## config.mk

```make
export PLATFORM = sky130hd
export DESIGN_NAME = ghtc_ctrl
export DESIGN_NICKNAME = d
export VERILOG_FILES = /design/src/hdl/goal_heading_trajectory_cost_defines.svh /design/src/hdl/ghtc_pkg.sv /design/src/hdl/ghtc_ctrl.sv
export SDC_FILE = /design/constraint.sdc
export NUM_CORES = 1
export LEC_CHECK = 0
export ABC_AREA = 1
export BUFFER_PORTS_ARGS = -buffer_cell sky130_fd_sc_hd__buf_2
export CORE_MARGIN = 3
export CORE_UTILIZATION = 49
export CTS_CLUSTER_DIAMETER = 60
export DETAILED_ROUTE_END_ITERATION = 7
export GPL_TIMING_DRIVEN = 0
export MAX_ROUTING_LAYER = met4
export PLACE_DENSITY_LB_ADDON = 0.1
export SYNTH_ARGS = -nofsm -noshare
export SYNTH_HDL_FRONTEND = slang
export SYNTH_SLANG_ARGS = --single-unit
```

## constraint.sdc

```tcl
create_clock -name clk -period 1.4 [get_ports clk]
set_input_delay 0.28 -clock clk [delete_from_list [all_inputs] [get_ports clk]]
set_output_delay 0.28 -clock clk [all_outputs]
set_load 0.02 [all_outputs]
```

## src/hdl/goal_heading_trajectory_cost_defines.svh

```systemverilog
// Assertion macros shared by the goal heading cost block.
`ifndef GOAL_HEADING_TRAJECTORY_COST_DEFINES_SVH
`define GOAL_HEADING_TRAJECTORY_COST_DEFINES_SVH

// Consequent must hold in the same cycle as the antecedent.
`define GHTC_ASSERT_SAME(label, clk, rst_n, ante, cons) \
	label: assert property (@(posedge clk) disable iff (!rst_n) (ante) |-> (cons)) \
		else $error("ghtc: same-cycle check failed");

// Consequent must hold in the cycle after the antecedent.
`define GHTC_ASSERT_NEXT(label, clk, rst_n, ante, cons) \
	label: assert property (@(posedge clk) disable iff (!rst_n) (ante) |=> (cons)) \
		else $error("ghtc: next-cycle check failed");

`endif

```

## src/hdl/ghtc_pkg.sv

```systemverilog
// Shared types, constants and width helpers of the goal heading cost block.
package ghtc_pkg;

	localparam int unsigned STEPS_DEFAULT = 64;

	localparam int unsigned ANGLE_W    = 16;
	localparam int unsigned COST_W     = 64;
	localparam int unsigned CFG_IDX_W  = 3;
	localparam int unsigned CFG_DATA_W = 16;
	localparam int unsigned EXP_W      = 4;

	// Register indexes of the configuration port.
	localparam logic [CFG_IDX_W-1:0] CFG_CRITIC_ENABLE     = 3'd0;
	localparam logic [CFG_IDX_W-1:0] CFG_GOAL_HEADING      = 3'd1;
	localparam logic [CFG_IDX_W-1:0] CFG_COST_WEIGHT       = 3'd2;
	localparam logic [CFG_IDX_W-1:0] CFG_COST_EXPONENT     = 3'd3;
	localparam logic [CFG_IDX_W-1:0] CFG_SYMMETRIC_MODE    = 3'd4;
	localparam logic [CFG_IDX_W-1:0] CFG_REMAINING_PATH    = 3'd5;
	localparam logic [CFG_IDX_W-1:0] CFG_ACTIVATION_DIST   = 3'd6;

	// Register reset values.
	localparam logic [15:0]      RST_COST_WEIGHT     = 16'd768;
	localparam logic [EXP_W-1:0] RST_COST_EXPONENT   = 4'd1;
	localparam logic [15:0]      RST_ACTIVATION_DIST = 16'd500;

	localparam logic [ANGLE_W-1:0] HALF_TURN_FLIP = 16'h8000;

	// 2*pi in Q22, and the rounding offsets of the two product steps.
	localparam logic [63:0]  TWO_PI_Q22 = 64'd26353589;
	localparam logic [127:0] RND_BASE   = 128'd1 << 29;
	localparam logic [127:0] RND_Q24    = 128'd1 << 23;

	// Partial products per 64 x 64 multiplication on the 32 x 32 unit.
	localparam logic [2:0] MUL_PP = 3'd4;

	function automatic int unsigned count_width(int unsigned steps);
		return $clog2(steps + 1);
	endfunction

	function automatic int unsigned sum_width(int unsigned steps);
		return $clog2(steps * 32768 + 1);
	endfunction

	// Dividend is distance sum times Q8.8 weight times 256.
	function automatic int unsigned dividend_width(int unsigned steps);
		return sum_width(steps) + 24;
	endfunction

	typedef struct packed {
		logic       accept;
		logic       capture_prior;
		logic       prep;
		logic       clr_r;
		logic       div_step;
		logic       mv_start;
		logic       rv_start;
		logic       mul_step;
		logic       mul_acc;
		logic [1:0] pp_idx;
		logic       take_v;
		logic       take_r;
		logic       finish;
	} cmd_t;

	typedef struct packed {
		logic             apply;
		logic [EXP_W-1:0] exponent;
		logic             out_busy;
	} sts_t;

endpackage

```

## src/hdl/ghtc_ctrl.sv

```systemverilog
// Controller state machine sequencing accumulation, division and products.
module ghtc_ctrl #(
	parameter int unsigned STEPS = ghtc_pkg::STEPS_DEFAULT
) (
	input  logic            clk,
	input  logic            arst_n,
	input  logic            in_valid,
	input  logic            in_last,
	output logic            in_ready,
	output ghtc_pkg::cmd_t  cmd,
	input  ghtc_pkg::sts_t  sts
);

	localparam int unsigned DV_W = ghtc_pkg::dividend_width(STEPS);
	localparam int unsigned DC_W = $clog2(DV_W);

	typedef enum logic [3:0] {
		ST_IDLE,
		ST_PREP,
		ST_DIV,
		ST_VSTART,
		ST_VMUL,
		ST_VTAKE,
		ST_PSTART,
		ST_PMUL,
		ST_PTAKE,
		ST_FINISH
	} state_t;

	state_t                       state_q;
	logic [DC_W-1:0]              div_cnt_q;
	logic [2:0]                   mk_q;
	logic [ghtc_pkg::EXP_W-1:0]   pw_q;
	logic                         acc_in;

	assign in_ready = (state_q == ST_IDLE);
	assign acc_in   = in_valid && in_ready;

	always_ff @(posedge clk or negedge arst_n) begin
		if (!arst_n) begin
			state_q   <= ST_IDLE;
			div_cnt_q <= '0;
			mk_q      <= '0;
			pw_q      <= '0;
		end else begin
			unique case (state_q)
				ST_IDLE: begin
					if (acc_in && in_last) begin
						state_q <= ST_PREP;
					end
				end
				ST_PREP: begin
					div_cnt_q <= DC_W'(DV_W - 1);
					state_q   <= sts.apply ? ST_DIV : ST_FINISH;
				end
				ST_DIV: begin
					if (div_cnt_q == '0) begin
						state_q <= ST_VSTART;
					end else begin
						div_cnt_q <= div_cnt_q - 1'b1;
					end
				end
				ST_VSTART: begin
					mk_q    <= '0;
					state_q <= ST_VMUL;
				end
				ST_VMUL: begin
					if (mk_q == ghtc_pkg::MUL_PP) begin
						state_q <= ST_VTAKE;
					end else begin
						mk_q <= mk_q + 1'b1;
					end
				end
				ST_VTAKE: begin
					if (sts.exponent > ghtc_pkg::EXP_W'(1)) begin
						pw_q    <= sts.exponent - 1'b1;
						state_q <= ST_PSTART;
					end else begin
						state_q <= ST_FINISH;
					end
				end
				ST_PSTART: begin
					mk_q    <= '0;
					state_q <= ST_PMUL;
				end
				ST_PMUL: begin
					if (mk_q == ghtc_pkg::MUL_PP) begin
						state_q <= ST_PTAKE;
					end else begin
						mk_q <= mk_q + 1'b1;
					end
				end
				ST_PTAKE: begin
					if (pw_q == ghtc_pkg::EXP_W'(1)) begin
						state_q <= ST_FINISH;
					end else begin
						pw_q    <= pw_q - 1'b1;
						state_q <= ST_PSTART;
					end
				end
				ST_FINISH: begin
					if (!sts.out_busy) begin
						state_q <= ST_IDLE;
					end
				end
				default: state_q <= ST_IDLE;
			endcase
		end
	end

	always_comb begin
		cmd               = '0;
		cmd.accept        = acc_in;
		cmd.capture_prior = acc_in && in_last;
		cmd.pp_idx        = mk_q[1:0];
		unique case (state_q) inside
			ST_PREP: begin
				cmd.prep  = 1'b1;
				cmd.clr_r = !sts.apply;
			end
			ST_DIV:    cmd.div_step = 1'b1;
			ST_VSTART: cmd.mv_start = 1'b1;
			ST_PSTART: cmd.rv_start = 1'b1;
			ST_VMUL, ST_PMUL: begin
				cmd.mul_step = (mk_q != ghtc_pkg::MUL_PP);
				cmd.mul_acc  = (mk_q != '0);
			end
			ST_VTAKE:  cmd.take_v = 1'b1;
			ST_PTAKE:  cmd.take_r = 1'b1;
			ST_FINISH: cmd.finish = !sts.out_busy;
			default: begin
			end
		endcase
	end

endmodule

```

==> flow_summary.ini, run 1 <==
[sta]
rsz0062_at_grt = yes
finalHoldViolations = 0
slew_viol_final = 0
setup_viol = 27
maxSlewHeadroom_pct = 72.7
holdWs_ns = 0.307
fmax_mhz = 560
setup_slack_ns = -0.386
timing.final.crit_share_pct = 128
worst_pin_slew_ns = 0.409
worst_clock_skew_ns = 0.0108
min_period_ns = 1.79

[pwr]
pwr_density_cell_nw_per_um2 = 2230
p_comb_share_pct = 73.0
pwr-share-seq_pct = 20.5
clockPowerShare_pct = 6.4
vdd_drop_max_mv = 2.00
internal_power_mw = 2.15
p_switching_mw = 2.29
p_leak_nw = 1.02
p_sw_share_pct = 51.6
total_power_mw = 4.44

[yosys]
yosysTopAreaCell = dfrtp_1
syn-cell-area_sq_um = 1290
syn_inst = 189
synthTopCellsByArea = dfrtp_1 33%, nand2_1 15%, inv_1 8.4%, ha_1 7.7%, nor2_1 6.7%
ys_seq_area_share_pct = 32.9
syn_nets = 207
yosysWarningCount = 0
synthArstFlopShare_pct = 100
synth-edff-count = 0
syn_avg_cell_area_sq_um = 6.84
synth_flop_cell = dfrtp_1
synth_seq_cells = 17
netlist.area_leader.share_pct = 32.9
yosys.cell_types.count = 26

[detailed_routing]
wl_um = 5100
first_pass_iters = 4
dr_total_vias = 1625
wl_per_cell_um = 18.6
drcViolationCount = 0
via_per_inst = 5.93
detail-route-antenna-nets = 0
first_iter_violations = 62

[global_routing]
grt_pass1_vias = 1537
grt_max_degree = 18
grt.overflow.total = 0
grt_use_total_pct = 26.8
grt_pass1_wl_um = 6760
antenna_found_initial = 0

[floorplan]
pin_count = 25
die_h_um = 57.4
coreArea_sq_um = 2360
die_x_um = 57.4
initial_core_util_pct = 54.7
row_count = 17
die_area_sq_um = 3290

[final_layout]
regArea_sq_um = 429
layout-drive-gt1-share_pct = 43.9
final_area_sq_um = 1990
multi_input_area_sq_um = 881
fill_cells = 107
nets = 265
diodes = 0
syn_to_final_growth_pct = 54.2

[cts]
htree_levels = 1
cts_tree = built
cts_buffer_depth = 2
cts.sinks = 17
root_buffer = clkbuf_4
insertion_delay_ns = 0.31
clk_pin_slew_ns = 0.10
numCtsBuffers = 3

[place]
routabilityCongestion = 0.903
dpl_cell_area_sq_um = 1470
port_buffers = 24
dpl.hpwl_um = 2320

[setup_path]
cp.required_ns = 1.63
path_cells = buf_6 -> nand2_2 -> inv_1 -> nand3_2 -> nand2_2 -> buf_4 -> nor3_4 -> nand2_1 -> nand2_1
cp_slowest_cell = dfrtp_2
crit_fanout = 7
max_stage_delay_ns = 0.48
critPathLaunchType = register
worst-path-buf-inv = 3
path_class = register to register
worst_ep_arrival_time_ns = 2.02
cp-end-kind = register
cp_top_family = simple AND/OR/NAND/NOR gates

[outcome]
violations = setup timing
outcome = finished with violations

[flow_run]
drv_cap = 0

[worst_hold_path]
hold_path_class = input port to register
cell families (layout without fill, tap and decap cells):
logic type	Yosys count	count (layout)	share of synthesized area (%)
buffers and inverters	34	91	10.7
AND/OR/NAND/NOR	102	102	35.8
flip-flops	17	17	32.9
XOR/XNOR	4	4	2.71
AO/OA/AOI/OAI	24	24	10.1
adder cells (fa/ha/maj)	8	8	7.74
worst reg2reg max path, stage by stage, from the launching register on:
cell and delay, ns:
dfrtp_2 0.48, buf_6 0.16, nand2_2 0.14, inv_1 0.11, nand3_2 0.09, nand2_2 0.07
buf_4 0.18, nor3_4 0.23, nand2_1 0.14, nand2_1 0.12
layer usage:
layer	vias up	wire length, um	GRT usage (%)
met1	754	1810	28.6
met4	0	425	13.2
li1	705	-	-
met5	-	0	-
met2	112	2520	46.9
met3	54	352	4.75
metrics by stage:
step                util [%]  std cells  setup TNS (ns)  worst slack (ns)
CTS                     79.4        271           -3.40            -0.272
global placement        62.1        241           -1.23            -0.154
finish                  84.4        274           -6.48            -0.386
global route            84.4        274           -7.95            -0.406
floorplan                  -        189               0           0.00900
detailed placement      62.1        241           -1.72            -0.195
final timing paths:
check / startpoint / to / slack [ns] / cells past startpoint
setup reg to reg: state_q[1]$_DFFE_PN0P_ / state_q[1]$_DFFE_PN0P_ / -0.39 / 9
hold / removal: sts[0] / state_q[3]$_DFFE_PN0P_ / 0.31 / 3
min in group asynchronous: arst_n / pw_q[1]$_DFFE_PN0P_ / 0.42 / 2
hold reg to reg: pw_q[1]$_DFFE_PN0P_ / pw_q[1]$_DFFE_PN0P_ / 0.50 / 2
max in group asynchronous: arst_n / state_q[1]$_DFFE_PN0P_ / 0.65 / 2
setup / recovery: state_q[1]$_DFFE_PN0P_ / state_q[1]$_DFFE_PN0P_ / -0.39 / 9
sequential cells by signal, summed over array words and instances (netlist names):
signal     flops
mk_q           3
div_cnt_q      6
pw_q           4
state_q        4
area by class of cell:
class                           instances  share of cell area [%]
Buffer                                  3                    1.13
Tap cell                               28                    1.76
Clock inverter                          1                   0.251
Clock buffer                            3                    1.13
Inverter                               31                    6.21
Timing Repair Buffer                   53                    23.8
Multi-Input combinational cell        138                    44.2
Sequential cell                        17                    21.5
power groups by stage:
stage               Combinational [mW]  Clock, mW  Sequential, mW
floorplan                         1.41          0           0.838
global placement                  1.76          0           0.869
detailed placement                1.80          0           0.885
finish                            3.24      0.284           0.912
global route                      3.44      0.307           0.922
CTS                               2.66      0.281           0.880
cells in the mapped netlist, types with 3 or more instances:
master,count
a21oi_1,8
buf_4,3
dfrtp_1,17
ha_1,8
inv_1,29
nand2_1,52
nand3_1,13
nor2_1,23
nor2_4,3
o21ai_0,12
placed cells by master, fill, tap and decap left out, types with 3 or more instances in the layout:
master	instances
buf_4	21
buf_6	23
o21ai_1	5
nand2_1	42
inv_2	7
ha_1	7
nand3_1	11
inv_4	3
clkbuf_4	3
a21oi_1	6
nand2_2	8
inv_1	21
buf_2	10
nor2_4	10
o21ai_0	8
nor2_1	15
dfrtp_2	3
nand2_4	5
dfrtp_1	14
timing repair:
action                                  in CTS  in global routing
hold buffers                                 1                  0
setup buffers                               25                  3
pin swaps                                   15                  9
endpoints found under the setup margin      24                 31
resized for setup                           65                 25
endpoints found under the hold margin       17                  0
(Power assumes the default switching activity.)
==> run 2, diff against run 1 <==
Settings changed: CELL_PAD_IN_SITES_DETAIL_PLACEMENT from default to 0, CELL_PAD_IN_SITES_GLOBAL_PLACEMENT from default to 1, CORE_UTILIZATION 49 to 35.
==> run 2 against run 1 <==
Compared with the run above: the run still ends with setup timing left; global-route usage shrank 9.7 points; setup slack improved by 0.16 ns; sequential power rose by 3.8%; sequential share of layout area down 1.6 points; via count is 13% lower; cell count increased by 9.1%; clock-buffer cell count rose by 1.
==> flow_summary.ini, run 2 (synthesis results as in run 1) <==
[final_layout]
nets = 272
layout-drive-gt1-share_pct = 49.4
diodes = 0
final_area_sq_um = 2150
regMostFlops = div_cnt_q
syn_to_final_growth_pct = 66.3
fin_util_pct = 62.5
largest_reg_flops = 6
final_cells = 299
final_common_cell = nand2_1
fill_cells = 284
top_regs = div_cnt_q (6), pw_q (4), state_q (4)
layout_common_cells = 38 x nand2_1, 35 x buf_4, 18 x inv_1

[global_routing]
grt_use_total_pct = 17.0
grt_pass1_wl_um = 5620
antenna_found_initial = 0
grt_pass1_vias = 1325
grt_max_degree = 18
grt.overflow.total = 0

[detailed_routing]
dr_total_vias = 1420
wl_met1_um = 1470
wl_per_cell_um = 12.5
wl_um = 3730
via_per_inst = 4.75
drcViolationCount = 0
top_layer_used = met4
dr_wl_met2_um = 2070
detail-route-antenna-nets = 0
wl_met3_um = 105
first_iter_violations = 46
first_pass_iters = 4

[place]
dpl.hpwl_um = 2360
dpl_worst_slack_ns = -0.195
port_buffers = 24
dp.cells = 259
dpl_cell_area_sq_um = 1490
routabilityCongestion = 0.763

[cts]
root_buffer = clkbuf_8
cts_tree = built
cts.sinks = 17
htree_levels = 1
insertion_delay_ns = 0.26
numCtsBuffers = 3
cts_buffer_depth = 2
clk_pin_slew_ns = 0.07

[worst_hold_path]
whs_endpoint = state_q[1]$_DFFE_PN0P_
min_path_cells = 6
holdCritStartpoint = in_valid
hold_path_class = input port to register

[setup_path]
r2r_slack_ns = -0.13
critPathLaunchType = register
crit_fanout = 4
r2r_start = state_q[1]$_DFFE_PN0P_
worst_ep_arrival_time_ns = 1.34
cp.required_ns = 1.12
r2r_cells = 9
timing.rr.end = state_q[1]$_DFFE_PN0P_
path_class = register to output port
cp-end-kind = output port
startpoint = state_q[2]$_DFFE_PN0P_

[floorplan]
die_h_um = 66.8
pin_count = 25
coreArea_sq_um = 3440
initial_core_util_pct = 37.5
row_count = 21
die_x_um = 66.8
die_area_sq_um = 4460

[sta]
maxSlewHeadroom_pct = 71.9
slew_viol_final = 0
tns_ns = -2.97
rsz0062_at_grt = yes
holdWs_ns = 0.426
setup_viol = 27
min_period_ns = 1.62
finalHoldViolations = 0
worst_clock_skew_ns = 0.00512
worst_pin_slew_ns = 0.421
fmax_mhz = 616
timing.final.crit_share_pct = 116
setup_slack_ns = -0.224

[outcome]
violations = setup timing
outcome = finished with violations

[pwr]
vdd_drop_max_mv = 1.12
p_leak_nw = 1.09
total_power_mw = 4.49
pwr_density_cell_nw_per_um2 = 2090

[flow_run]
drv_cap = 0
run 2: cell count changes in the layout (fill, tap and decap cells not counted), moves of 3 or more:
cell | before | now
buf_6 | 23 | 16
inv_1 | 21 | 18
inv_2 | 7 | 10
clkbuf_4 | 3 | 0
nand2_1 | 42 | 38
nand2_4 | 5 | 10
buf_4 | 21 | 35
clkbuf_8 | 0 | 3
run 2: per-layer routing:
layer  global-route usage [%]  vias to the layer above
li1                         -                      719
met1                     18.1                      673
met2                     31.1                       18
met3                     4.38                       10
met4                     4.82                        0
met5                        -                        -
run 2: layout make-up:
type / count / area [sq um] / share of cell area, %
clock buffers: 4 / 45.0 / 2.10
repair buffers: 61 / 493 / 22.9
well taps: 46 / 57.6 / 2.68
flip-flops and latches: 17 / 429 / 20.0
plain buffers: 2 / 15.0 / 0.698
multi-input cells: 138 / 986 / 45.9
inverters: 31 / 124 / 5.76
run 2: repair_timing:
action	4_1_cts	5_1_grt
endpoints found under the hold margin	17	0
pin swaps	15	21
gates resized for setup	66	40
setup buffers	23	15
setup endpoints to repair	24	29
hold buffers	1	0
run 2: worst max-delay path by stage:
stage / end / slack (ns) / cells past startpoint
after floorplan: cmd[10] / 0.009 / 6
after global placement: cmd[13] / -0.21 / 5
after detailed placement: cmd[13] / -0.20 / 5
after CTS: cmd[0] / -0.18 / 4
after global routing: cmd[6] / -0.29 / 5
final: cmd[0] / -0.22 / 4
run 2: where the power goes:
part / leakage (nW) / switching [mW] / internal (mW)
sequential: 0.206 / 0.248 / 0.698
combinational: 0.858 / 1.71 / 1.46
clock: 0.0228 / 0.184 / 0.203
total: 1.09 / 2.14 / 2.36
run 2: critical path, stage by stage (launching register included):
cell     delay, ns
dfrtp_2       0.46
inv_4         0.12
nand2_4       0.08
nor4_4        0.24
buf_4         0.19
